===== config.mk =====
export PLATFORM = sky130hd
export DESIGN_NAME = two_operand_alu_with_flags
export DESIGN_NICKNAME = d
export VERILOG_FILES = /design/src/design/toalu_pkg.sv /design/src/design/toalu_exec.sv /design/src/design/two_operand_alu_with_flags.sv
export SDC_FILE = /design/constraint.sdc
export NUM_CORES = 1
export LEC_CHECK = 0
export ABC_AREA = 0
export CAP_MARGIN = 10
export CORE_ASPECT_RATIO = 0.75
export CORE_MARGIN = 4
export CORE_UTILIZATION = 50
export DETAILED_ROUTE_END_ITERATION = 16
export DONT_BUFFER_PORTS = 1
export PLACE_DENSITY = 0.64
export SLEW_MARGIN = 25
export SYNTH_ARGS = -nofsm -noshare
export SYNTH_HDL_FRONTEND = slang
export SYNTH_SLANG_ARGS = --single-unit

===== constraint.sdc =====
create_clock -name clock -period 11.3 [get_ports clock]
set_input_delay 0.565 -clock clock [delete_from_list [all_inputs] [get_ports clock]]
set_output_delay 0.565 -clock clock [all_outputs]
set_load 0.02 [all_outputs]

===== src/design/toalu_pkg.sv =====
// Package for the two-operand ALU: operation codes, operand widths
// and the status flag type. No dependencies.
`timescale 1ns / 1ps

package toalu_pkg;

   localparam int unsigned DATA_W = 16;
   localparam int unsigned OP_W   = 4;

   // Operation codes
   localparam logic [OP_W-1:0] OP_MOV  = 4'd0;
   localparam logic [OP_W-1:0] OP_ADD  = 4'd1;
   localparam logic [OP_W-1:0] OP_ADDC = 4'd2;
   localparam logic [OP_W-1:0] OP_SUBC = 4'd3;
   localparam logic [OP_W-1:0] OP_SUB  = 4'd4;
   localparam logic [OP_W-1:0] OP_CMP  = 4'd5;
   localparam logic [OP_W-1:0] OP_BIT  = 4'd6;
   localparam logic [OP_W-1:0] OP_BIC  = 4'd7;
   localparam logic [OP_W-1:0] OP_BIS  = 4'd8;
   localparam logic [OP_W-1:0] OP_XOR  = 4'd9;
   localparam logic [OP_W-1:0] OP_AND  = 4'd10;

   // Operand masks and sign bits
   localparam logic [DATA_W-1:0] BYTE_MASK = 16'h00FF;
   localparam logic [DATA_W-1:0] WORD_MASK = 16'hFFFF;
   localparam logic [DATA_W-1:0] BYTE_SIGN = 16'h0080;
   localparam logic [DATA_W-1:0] WORD_SIGN = 16'h8000;

   // Status flags
   typedef struct packed {
      logic v;
      logic n;
      logic z;
      logic c;
   } flags_type;

endpackage


===== src/design/toalu_exec.sv =====
// Execute logic of the two-operand ALU: one pass from operands and kept
// flags to result, write-back and new flags. Depends on toalu_pkg.
`timescale 1ns / 1ps

module toalu_exec import toalu_pkg::*; (
   input  logic [OP_W-1:0]   operation,
   input  logic              byte_mode,
   input  logic [DATA_W-1:0] src_value,
   input  logic [DATA_W-1:0] dst_value,
   input  flags_type         flags_cur,
   output logic [DATA_W-1:0] result_value,
   output logic              write_back,
   output flags_type         flags_nxt
);

   logic [DATA_W-1:0] mask;
   logic [DATA_W-1:0] sign;
   logic [DATA_W-1:0] src_m;
   logic [DATA_W-1:0] dst_m;
   logic [DATA_W-1:0] addend;
   logic              cin;
   logic [DATA_W:0]   sum;
   logic [DATA_W-1:0] sum_lo;
   logic              sum_carry;
   logic [DATA_W-1:0] logic_res;
   logic              res_zero;
   logic              res_neg;

   // Operand masking by size
   assign mask  = byte_mode ? BYTE_MASK : WORD_MASK;
   assign sign  = byte_mode ? BYTE_SIGN : WORD_SIGN;
   assign src_m = src_value & mask;
   assign dst_m = dst_value & mask;

   // Adder: subtract forms add the inverted source
   always_comb begin
      addend = src_m;
      cin    = 1'b0;
      if (operation inside {OP_SUBC, OP_SUB, OP_CMP}) begin
         addend = ~src_value & mask;
      end
      if (operation inside {OP_ADDC, OP_SUBC}) begin
         cin = flags_cur.c;
      end else if (operation inside {OP_SUB, OP_CMP}) begin
         cin = 1'b1;
      end
   end

   assign sum       = {1'b0, dst_m} + {1'b0, addend} + {{DATA_W{1'b0}}, cin};
   assign sum_lo    = sum[DATA_W-1:0] & mask;
   assign sum_carry = byte_mode ? sum[8] : sum[DATA_W];

   // Result select and flag update
   always_comb begin
      result_value = '0;
      write_back   = 1'b1;
      flags_nxt    = flags_cur;
      logic_res    = '0;
      case (operation)
         OP_ADD, OP_ADDC, OP_SUBC, OP_SUB, OP_CMP: begin
            logic_res = sum_lo;
         end
         OP_MOV:         logic_res = src_m;
         OP_BIT, OP_AND: logic_res = src_m & dst_m;
         OP_BIC:         logic_res = ~src_value & dst_m;
         OP_BIS:         logic_res = src_m | dst_m;
         OP_XOR:         logic_res = src_m ^ dst_m;
         default:        logic_res = '0;
      endcase
      res_zero = ((logic_res & mask) == '0);
      res_neg  = |(logic_res & sign);
      result_value = logic_res & mask;

      case (operation)
         OP_ADD, OP_ADDC, OP_SUBC, OP_SUB, OP_CMP: begin
            flags_nxt.c = sum_carry;
            flags_nxt.z = res_zero;
            flags_nxt.n = res_neg;
            flags_nxt.v = |((addend ^ sum_lo) & (dst_m ^ sum_lo) & sign);
            if (operation == OP_CMP) begin
               write_back = 1'b0;
            end
         end
         OP_BIT, OP_AND: begin
            flags_nxt.c = ~res_zero;
            flags_nxt.z = res_zero;
            flags_nxt.n = res_neg;
            flags_nxt.v = 1'b0;
            if (operation == OP_BIT) begin
               write_back = 1'b0;
            end
         end
         OP_XOR: begin
            // overflow when both operands are negative
            flags_nxt.c = ~res_zero;
            flags_nxt.z = res_zero;
            flags_nxt.n = res_neg;
            flags_nxt.v = |(src_m & dst_m & sign);
         end
         OP_MOV, OP_BIC, OP_BIS: begin
            flags_nxt = flags_cur;
         end
         default: begin
            // unused codes act as no operation
            write_back = 1'b0;
         end
      endcase
   end

endmodule


===== src/design/two_operand_alu_with_flags.sv =====
// Top level of the two-operand ALU with status flags: input register,
// execute logic, result register and kept flags. Depends on toalu_pkg, toalu_exec.
`timescale 1ns / 1ps
//
//  channel  direction  ports                                       accept
//  req      in         req_valid, req_stall, operation..dst_value  valid & !stall
//  rsp      out        rsp_valid, rsp_stall, result..flags         valid & !stall
//
//  One word per cycle sustained while rsp_stall is low. An accepted word moves
//  from the input register into the result register and leaves from there.
//  The kept carry feeds back through a single flop, updated as a word moves
//  into the result register, so back-to-back addc/subc see the right carry.
//  Synchronous active-high reset clears the valid bits and all four flags.
//  A stalled result holds; the input register holds behind it and then
//  stalls the request side.

module two_operand_alu_with_flags import toalu_pkg::*; (
   input  logic              clock,
   input  logic              reset,
   input  logic              req_valid,
   output logic              req_stall,
   input  logic [OP_W-1:0]   req_operation,
   input  logic              req_byte_mode,
   input  logic [DATA_W-1:0] req_src_value,
   input  logic [DATA_W-1:0] req_dst_value,
   output logic              rsp_valid,
   input  logic              rsp_stall,
   output logic [DATA_W-1:0] rsp_result_value,
   output logic              rsp_write_back,
   output logic              rsp_carry_flag,
   output logic              rsp_zero_flag,
   output logic              rsp_negative_flag,
   output logic              rsp_overflow_flag
);

   logic              in_valid_ff;
   logic [OP_W-1:0]   in_op_ff;
   logic              in_byte_ff;
   logic [DATA_W-1:0] in_src_ff;
   logic [DATA_W-1:0] in_dst_ff;
   logic              out_valid_ff;
   logic [DATA_W-1:0] out_result_ff;
   logic              out_wb_ff;
   flags_type         flags_ff;
   flags_type         flags_in;
   logic [DATA_W-1:0] exec_result;
   logic              exec_wb;
   logic              advance;
   logic              in_load;

   // Pipeline control
   assign advance   = in_valid_ff && (!out_valid_ff || !rsp_stall);
   assign req_stall = in_valid_ff && !advance;
   assign in_load   = req_valid && !req_stall;

   // Input register
   always_ff @(posedge clock) begin
      if (reset) begin
         in_valid_ff <= 1'b0;
      end else if (in_load) begin
         in_valid_ff <= 1'b1;
      end else if (advance) begin
         in_valid_ff <= 1'b0;
      end
   end

   always_ff @(posedge clock) begin
      if (in_load) begin
         in_op_ff   <= req_operation;
         in_byte_ff <= req_byte_mode;
         in_src_ff  <= req_src_value;
         in_dst_ff  <= req_dst_value;
      end
   end

   // Execute
   toalu_exec u_exec (
      .operation    (in_op_ff),
      .byte_mode    (in_byte_ff),
      .src_value    (in_src_ff),
      .dst_value    (in_dst_ff),
      .flags_cur    (flags_ff),
      .result_value (exec_result),
      .write_back   (exec_wb),
      .flags_nxt    (flags_in)
   );

   // Kept status flags
   always_ff @(posedge clock) begin
      if (reset) begin
         flags_ff <= '0;
      end else if (advance) begin
         flags_ff <= flags_in;
      end
   end

   // Result register
   always_ff @(posedge clock) begin
      if (reset) begin
         out_valid_ff <= 1'b0;
      end else if (advance) begin
         out_valid_ff <= 1'b1;
      end else if (!rsp_stall) begin
         out_valid_ff <= 1'b0;
      end
   end

   always_ff @(posedge clock) begin
      if (advance) begin
         out_result_ff <= exec_result;
         out_wb_ff     <= exec_wb;
      end
   end

   // Flag outputs come from the kept flags, which change only on advance or reset
   assign rsp_valid         = out_valid_ff;
   assign rsp_result_value  = out_result_ff;
   assign rsp_write_back    = out_wb_ff;
   assign rsp_carry_flag    = flags_ff.c;
   assign rsp_zero_flag     = flags_ff.z;
   assign rsp_negative_flag = flags_ff.n;
   assign rsp_overflow_flag = flags_ff.v;

endmodule

==> flow_summary.ini, run 1 <==
[logic_synthesis]
synth_seq_area_share_pct = 36.14
synth_xor_area_share_pct = 4.699
async_flop_share_pct = 0
synth_top_family_by_area = simple AND/OR/NAND/NOR gates
ys_ff_latch = 60
synth_compound_area_share_pct = 18.85
synthAdderAreaFrac_pct = 15.11
synth-main-ff-cell = edfxtp_1
synth_cell_types = 71
synth_edf_count = 54
yosys_warnings = 0
synth_simple_gate_area_share_pct = 18.85
muxShareOfSynthArea_pct = 0.4413
syn_nets = 610
syn_inst = 512
synth_area_per_cell_um2 = 9.413
synth_area_mm2 = 0.004820

[sta]
finalClockSkew_ns = 0.006683
tns_ns = 0
period_share_pct = 40.44
finalCriticalPeriod_ns = 4.569
timing.fmax_mhz = 218.9
holdWs_ns = 0.2985
rsz0062_at_grt = no
worstMarginPinSlew_ns = 1.045
finalHoldViolCount = 0
final_max_slew_viol_count = 0
setup_viol = 0
max_slew_margin_pct = 30.08

[hold_path]
hold_depth = 1
hp-start = reset
hp-class = in -> reg

[finish]
fin_nets = 606
area_delta_synth_final_pct = 9.138
final_util_pct = 56.96
num_antenna_cells = 0
seq_area_mm2 = 0.001742
multi_input_area_mm2 = 0.002805
layout-drive-gt1-share_pct = 7.992
nFillCells = 805

[critical_path]
setup.worst_path.start = in_op_ff[1]
r2r_start = in_op_ff[1]
ff2ff_path_depth = 16
r2r_setup_slack_ns = 6.73
crit_required_ns = 11.52
cp-end-kind = register
critical_path_class = reg -> reg
cp-start-kind = register
arrival_ns = 4.79
crit_path_max_fanout = 23

[global_routing]
grt-ovfl-total = 0
grt_pass1_vias = 3497
grt_first_pass_wirelength_um = 19200
grt_max_degree = 43
antenna_found_initial = 0
grtUsageTotal_pct = 22.50

[floorplan]
core-area_mm2 = 0.009234
rows = 30
die_w_um = 121.4
die-area_mm2 = 0.01129
start_util_pct = 52.20
die_h_um = 93.03
num_io_pins = 64

[pwr]
comb_power_share_pct = 20.7
power_w = 0.0007122
vdd_drop_max_mv = 0.09347
switching_share_pct = 28.64
power_frac_clock_pct = 40.4
p_per_area_mw_per_mm2 = 135.4
switching_power_w = 0.0002039
pwr-share-seq_pct = 38.8
internal_power_w = 0.0005082
power_leakage_nw = 2.200

[clock_tree]
post_cts_buffers = 0
clock_path_buffers = 2
cts_root_buf = clkbuf_16
cts_max_level = 3
cts_buffers = 9
cts_sinks = 60
insertion_delay_ns = 0.34
cts_tree = done
path_clk_slew_ns = 0.05
cts-resized-gates = 0
holdBufCountCts = 0

[routing]
route.met3.wl_um = 1060
vias = 3869
wl_met1_um = 6263
drcViolationCount = 0
finalWirelength_um = 12360
top_layer_used = met4
drt_first_iter_violations = 256
wl_met2_um = 4853
drtPass1Iterations = 4
final_antenna_net_count = 0
viasPerCell = 6.036
post_drt_wl_per_cell_um = 19.28

[job]
cap_violations = 0

[placed_design]
dp_hpwl_um = 9053
portBuffers = 0
gp_congestion = 0.9277

[status]
outcome = finished, final reports clean
## metal layers
layer	track usage, %	up-vias
met4	7.369	0
met3	6.167	15
met5	0	-
li1	-	1847
met2	30.25	163
met1	34.39	1844
## cell usage in the layout (no fill, tap or decap), types with 6 or more instances in the layout
cell type  instances
a21o_1             8
a21oi_1           35
a22oi_1            6
a31oi_1            6
and2_1             6
buf_4              7
clkbuf_16          9
dfxtp_1            6
edfxtp_1          54
ha_1              55
inv_1             44
nand2_1           33
nand2b_1          19
nand3_1            7
nor2_1            38
nor2b_1            8
nor3_1            11
o21ai_0           22
o22ai_1            6
or2_2              7
xnor2_1           22
## power by group through the flow
stage / registers, W / clock network [W] / logic (W)
final: 0.000277 / 0.000288 / 0.000148
after global routing: 0.000278 / 0.000304 / 0.000164
after CTS: 0.000277 / 0.000293 / 0.000144
after detailed placement: 0.000281 / 0 / 0.000143
after global placement: 0.000281 / 0 / 0.000141
after floorplan: 0.000277 / 0 / 0.000112
## per-stage QoR
step | cells | worst slack, ns | area, um^2
2_1_floorplan | 512 | 6.989 | 4820
3_3_place_gp | 624 | 6.965 | 4925
3_5_place_dp | 624 | 6.861 | 4925
4_1_cts | 640 | 6.846 | 5233
5_1_grt | 641 | 6.359 | 5260
6_report | 641 | 6.731 | 5260
## cells in the mapped netlist (5+ instances only)
cell type	n	area, um^2
o21a_1	5	37.54
xnor2_1	22	192.7
ha_1	55	688.2
o22ai_1	6	37.54
edfxtp_1	54	1622
a22oi_1	6	45.04
a31oi_1	6	37.54
nor2b_1	9	56.30
and2_1	6	37.54
and3_1	5	31.28
or3_1	5	31.28
nand2b_1	19	118.9
a21o_1	8	60.06
a21oi_1	35	175.2
nand2_1	33	123.9
buf_2	12	60.06
inv_1	44	165.2
or2_2	7	43.79
clkbuf_1	8	30.03
o21ai_0	22	110.1
nand3b_1	5	37.54
dfxtp_1	6	120.1
nor2_1	38	142.6
nor3_1	11	55.05
nand3_1	7	35.03
## path summary, 6_finish.rpt
path | to
worst min-delay path | rsp_negative_flag
worst min register to register | rsp_valid
worst max-delay path | rsp_carry_flag
worst max register to register | rsp_carry_flag
## critical path: stages, from the launching register on
cell,delay [ns]
edfxtp_1,0.84
inv_1,0.22
nand2_1,0.15
a21oi_2,0.06
buf_4,0.24
xnor2_1,0.17
fa_1,0.43
fa_1,0.45
nor2b_1,0.18
o2111ai_1,0.17
a31oi_1,0.37
a211oi_1,0.16
xnor2_1,0.15
a21oi_1,0.25
nor2_1,0.13
nor4_2,0.36
a21oi_1,0.11
## logic make-up after synthesis
group	Yosys count
AND/OR/NAND/NOR	166
AO/OA/AOI/OAI	135
buffers and inverters	67
flip-flops	60
adder cells (fa/ha/maj)	57
XOR/XNOR	25
multiplexers	2
## flip-flops by register name (all words and copies together) (netlist names)
signal	cells
rsp_write_back	1
in_byte_ff	1
rsp_overflow_flag	1
in_valid_ff	1
in_dst_ff	16
rsp_valid	1
rsp_zero_flag	1
in_op_ff	4
in_src_ff	16
rsp_result_value	16
rsp_negative_flag	1
rsp_carry_flag	1
## area by class of cell
cell class / count / area share [%]
multi-input cells: 385 / 53.33
clock buffers: 10 / 4.353
clock inverters: 6 / 1.499
well taps: 128 / 3.045
repair buffers: 8 / 1.522
flip-flops and latches: 60 / 33.11
inverters: 44 / 3.140
Power figures use the tool's default switching activity.
==> run 2: changes to the inputs <==
clock period = 4.8 ns   (was 11.3 ns; I/O delays follow)
==> run 2 against run 1 <==
Power increased by 140%; clock-buffer cell count grew 2; sequential share of layout area shrank 2.2 points.
==> flow_summary.ini, run 2 (synthesis gave the netlist of run 1 again) <==
[status]
outcome = finished, final reports clean

[floorplan]
start_util_pct = 52.20
rows = 30
die_h_um = 93.03
die-area_mm2 = 0.01129
core-area_mm2 = 0.009234
die_w_um = 121.4
num_io_pins = 64

[pwr]
vdd_drop_max_mv = 0.2639
switching_power_w = 0.0004787
power_leakage_nw = 2.353
p_per_area_mw_per_mm2 = 297.0
power_frac_clock_pct = 38.8
comb_power_share_pct = 22.3
switching_share_pct = 28.60
internal_power_w = 0.001195
pwr-share-seq_pct = 38.9

[sta]
max_slew_margin_pct = 33.57
timing.fmax_mhz = 233.4
worstMarginPinSlew_ns = 0.9921
finalHoldViolCount = 0
final_max_slew_viol_count = 0
tns_ns = 0
setup_viol = 0
rsz0062_at_grt = no
finalCriticalPeriod_ns = 4.285
final.setup.worst_slack_ns = 0.5152
finalClockSkew_ns = 0.006574
period_share_pct = 89.27

[clock_tree]
cts_buffers = 9
clock_path_buffers = 2
cts_max_level = 3
cts_sinks = 60
cts-resized-gates = 0
path_clk_slew_ns = 0.05
insertion_delay_ns = 0.33
cts_root_buf = clkbuf_16
post_cts_buffers = 0
cts_tree = done
holdBufCountCts = 38

[routing]
finalWirelength_um = 12650
vias = 3951
final_antenna_net_count = 0
drcViolationCount = 0
drt_first_iter_violations = 342
drtPass1Iterations = 4
viasPerCell = 5.819
post_drt_wl_per_cell_um = 18.62

[finish]
layout-drive-gt1-share_pct = 7.623
final_cell_mix = ha_1 (55), edfxtp_1 (54), inv_1 (44)
mostFrequentLayoutCell = ha_1
nFillCells = 823
fin_nets = 644
area_delta_synth_final_pct = 16.95
num_antenna_cells = 0
finish.cell_count_without_fillers = 679

[placed_design]
dp_hpwl_um = 9253
portBuffers = 0
dp.cells = 624
gp_congestion = 0.9104
dp_slack_ns = 0.5897

[critical_path]
crit_required_ns = 5.01
worst_path_dominant_cell_family = simple AND/OR/NAND/NOR gates
arrival_ns = 4.49
crit_path_max_fanout = 20
cp_cell_sequence = nand2_1 -> a21oi_2 -> buf_4 -> xnor2_1 -> ha_1 -> nor2b_1 -> o2111ai_1 -> a21oi_1 -> or3_1 -> a31o_1 -> nor4b_2 -> o2111ai_1 -> nor4_2 -> a21oi_1
cp_num_cells = 14
slowest_delay_ns = 0.75
cp-start-kind = register
critical_path_class = reg -> reg
path_buf_inv = 1
cp_slowest_cell = edfxtp_1
ff2ff_path_depth = 14
cp-end-kind = register

[global_routing]
grt-busiest-layer = met1
met3_usage_pct = 7.195
grt_pass1_vias = 3582
grt_max_degree = 42
grt-ovfl-total = 0
antenna_found_initial = 0
grtUsageMet2_pct = 30.44
met1_usage_pct = 35.83
grt_first_pass_wirelength_um = 19730
grtUsageTotal_pct = 22.95

[hold_path]
hp-class = in -> reg
hold_depth = 1

[job]
cap_violations = 0
run 2: cell count changes in the layout (fill, tap and decap cells not counted), sizes merged:
cell and delta:
clkinvlp +1, dlygate4sd3 +38, clkbuf +2, bufinv -1
clkinv -2
run 2: worst paths after layout:
kind | startpoint | to | slack [ns]
max reg2reg | in_op_ff[2] | rsp_carry_flag | 0.52
max | in_op_ff[2] | rsp_carry_flag | 0.52
min | req_valid | in_valid_ff | 0.04
min reg2reg | in_valid_ff | rsp_valid | 0.48
run 2: layer usage:
layer / up-vias / wire length [um]
met5: - / 0
met4: 0 / 95
met3: 9 / 1278
met2: 192 / 4957
met1: 1827 / 6315
li1: 1923 / -
run 2: stage by stage:
step / total power [W] / utilization (%) / hold WS, ns / instance area (um^2)
after floorplan: 0.0009152 / - / 0.3124 / 4820
after global placement: 0.0009966 / 53.33 / 0.3154 / 4925
after CTS: 0.001678 / 60.75 / 0.02969 / 5609
final: 0.001674 / 61.04 / 0.03658 / 5637
after detailed placement: 0.0009996 / 53.33 / 0.3164 / 4925
after global routing: 0.001758 / 61.04 / 0.04158 / 5637
run 2: cell type report:
type                       count  area (um^2)  area share (%)
sequential                    60         1742           30.90
clock inverter                 4        47.55          0.8435
inverter                      44        165.2           2.930
timing repair buffer          46        460.4           8.169
clock buffer                  12        256.5           4.550
multi-input combinational    385         2805           49.77
tap                          128        160.2           2.841
run 2: power by group through the flow:
stage          Combinational [W]  Clock, W  Sequential (W)
2_1_floorplan           0.000264         0        0.000651
3_3_place_gp            0.000336         0        0.000661
3_5_place_dp            0.000338         0        0.000662
4_1_cts                 0.000364  0.000663        0.000651
5_1_grt                 0.000413  0.000691        0.000655
6_report                0.000374  0.000649        0.000651
==> run 3: changes to the inputs <==
==> constraint.sdc (replaced) <==
create_clock -name clock -period 4.8 [get_ports clock]
set_input_delay 0.96 -clock clock [delete_from_list [all_inputs] [get_ports clock]]
set_output_delay 0.96 -clock clock [all_outputs]
set_load 0.02 [all_outputs]
==> run 3 against run 2 <==
Routed wire length shrank 2.5%; sequential power about the same; global-route usage is 0.56 points lower; sequential cell count unchanged; maximum frequency rose by 0.11%; critical path type unchanged; highest routed layer unchanged.
==> flow_summary.ini, run 3 (synthesis gave the netlist of run 1 again) <==
[finish]
num_antenna_cells = 0
final_cell_mix = ha_1 (55), edfxtp_1 (54), inv_1 (44)
area_delta_synth_final_pct = 9.060
nFillCells = 864
mostFrequentLayoutCell = ha_1
final_area_mm2 = 0.005256
layout-drive-gt1-share_pct = 8.187
finish.cell_count_without_fillers = 641
fin_nets = 606

[pwr]
pwr-share-seq_pct = 39.5
p_per_area_mw_per_mm2 = 313.9
internal_power_w = 0.001175
switching_power_w = 0.0004748
switching_share_pct = 28.77
power_leakage_nw = 2.194
power_w = 0.001650
comb_power_share_pct = 21.1
vdd_drop_max_mv = 0.2592
power_frac_clock_pct = 39.4

[clock_tree]
clock_path_buffers = 2
cts_root_buf = clkbuf_16
cts_sinks = 60
cts_buffers = 9
cts_max_level = 3
path_clk_slew_ns = 0.05
cts_tree = done
cts-resized-gates = 0
holdBufCountCts = 0
insertion_delay_ns = 0.33
post_cts_buffers = 0

[hold_path]
hold_path_end = rsp_valid
hold_depth = 2
hp-class = reg -> reg
hp-start = in_valid_ff

[routing]
viasPerCell = 5.963
final_antenna_net_count = 0
drt_first_iter_violations = 299
vias = 3822
drcViolationCount = 0
post_drt_wl_per_cell_um = 19.24
drtPass1Iterations = 4
finalWirelength_um = 12330

[job]
cap_violations = 0

[global_routing]
grtUsageTotal_pct = 22.39
grt_pass1_vias = 3447
grt_max_degree = 42
grt_first_pass_wirelength_um = 19160
antenna_found_initial = 0
grt-ovfl-total = 0

[critical_path]
cp-start-kind = register
arrival_ns = 4.49
critical_path_class = reg -> reg
r2r_setup_slack_ns = 0.52
crit_required_ns = 5.01
crit_path_max_fanout = 20
r2r_start = in_op_ff[2]
ff2ff_path_depth = 14
cp-end-kind = register
r2r-end = rsp_carry_flag

[floorplan]
die_h_um = 93.03
rows = 30
core-area_mm2 = 0.009234
num_io_pins = 64
die-area_mm2 = 0.01129
die_w_um = 121.4
start_util_pct = 52.20

[sta]
period_share_pct = 89.17
rsz0062_at_grt = no
timing.fmax_mhz = 233.6
finalHoldViolCount = 0
tns_ns = 0
worstMarginPinSlew_ns = 0.9627
setup_viol = 0
finalClockSkew_ns = 0.007053
final_max_slew_viol_count = 0
finalCriticalPeriod_ns = 4.280
final.setup.worst_slack_ns = 0.5199
max_slew_margin_pct = 35.58

[status]
outcome = finished, final reports clean

[placed_design]
dp_slack_ns = 0.5897
portBuffers = 0
place_area_mm2 = 0.004925
dp_hpwl_um = 9253
dp.cells = 624
gp_congestion = 0.9104
run 3: cell types whose count changed in the layout (fill, tap and decap cells not counted), sizes merged:
| cell | change |
|---|---|
| dlygate4sd3 | -38 |
run 3: metrics by stage:
step                hold WS [ns]  utilization [%]
detailed placement        0.4671            53.33
CTS                       0.4786            56.63
floorplan                 0.4440                -
global route              0.5309            56.92
finish                    0.4757            56.92
global placement          0.4594            53.33
run 3: worst max-delay path, stage by stage (launching register included):
cell and delay (ns):
edfxtp_1 0.66, nand3b_1 0.30, a21oi_2 0.20, buf_4 0.30
xnor2_1 0.19, ha_1 0.26, nor2b_1 0.14, o2111ai_1 0.36
a21oi_1 0.17, or3_1 0.38, a31o_1 0.30, nor4b_2 0.31
o2111ai_1 0.16, nor4_2 0.30, a21oi_1 0.11
run 3: how the worst max path moves through the flow:
stage                      to  slack (ns)        start
2_1_floorplan  rsp_carry_flag        0.49  in_op_ff[2]
3_3_place_gp   rsp_carry_flag        0.59  in_op_ff[1]
3_5_place_dp   rsp_carry_flag        0.59  in_op_ff[2]
4_1_cts        rsp_carry_flag        0.57  in_op_ff[2]
5_1_grt        rsp_carry_flag        0.17  in_op_ff[2]
6_report       rsp_carry_flag        0.52  in_op_ff[2]
run 3: layout make-up:
type                    count  area [um^2]  area share [%]
clock buffers              12        256.5           4.880
repair buffers              8        80.08           1.523
multi-input cells         385         2805           53.37
clock inverters             4        47.55          0.9045
well taps                 128        160.2           3.047
flip-flops and latches     60         1742           33.13
inverters                  44        165.2           3.142
run 3: power groups by stage:
stage	combinational (W)	sequential, W	clock [W]
2_1_floorplan	0.000264	0.000651	0
3_3_place_gp	0.000336	0.000661	0
3_5_place_dp	0.000338	0.000662	0
4_1_cts	0.000340	0.000652	0.000663
5_1_grt	0.000386	0.000655	0.000695
6_report	0.000349	0.000652	0.000650
run 3: layer usage:
layer,vias to the layer above,global-route usage (%),routed length [um]
li1,1846,-,-
met1,1811,35.62,6373
met2,156,28.69,4717
met3,9,7.195,1145
met4,0,5.037,96
met5,-,0,0
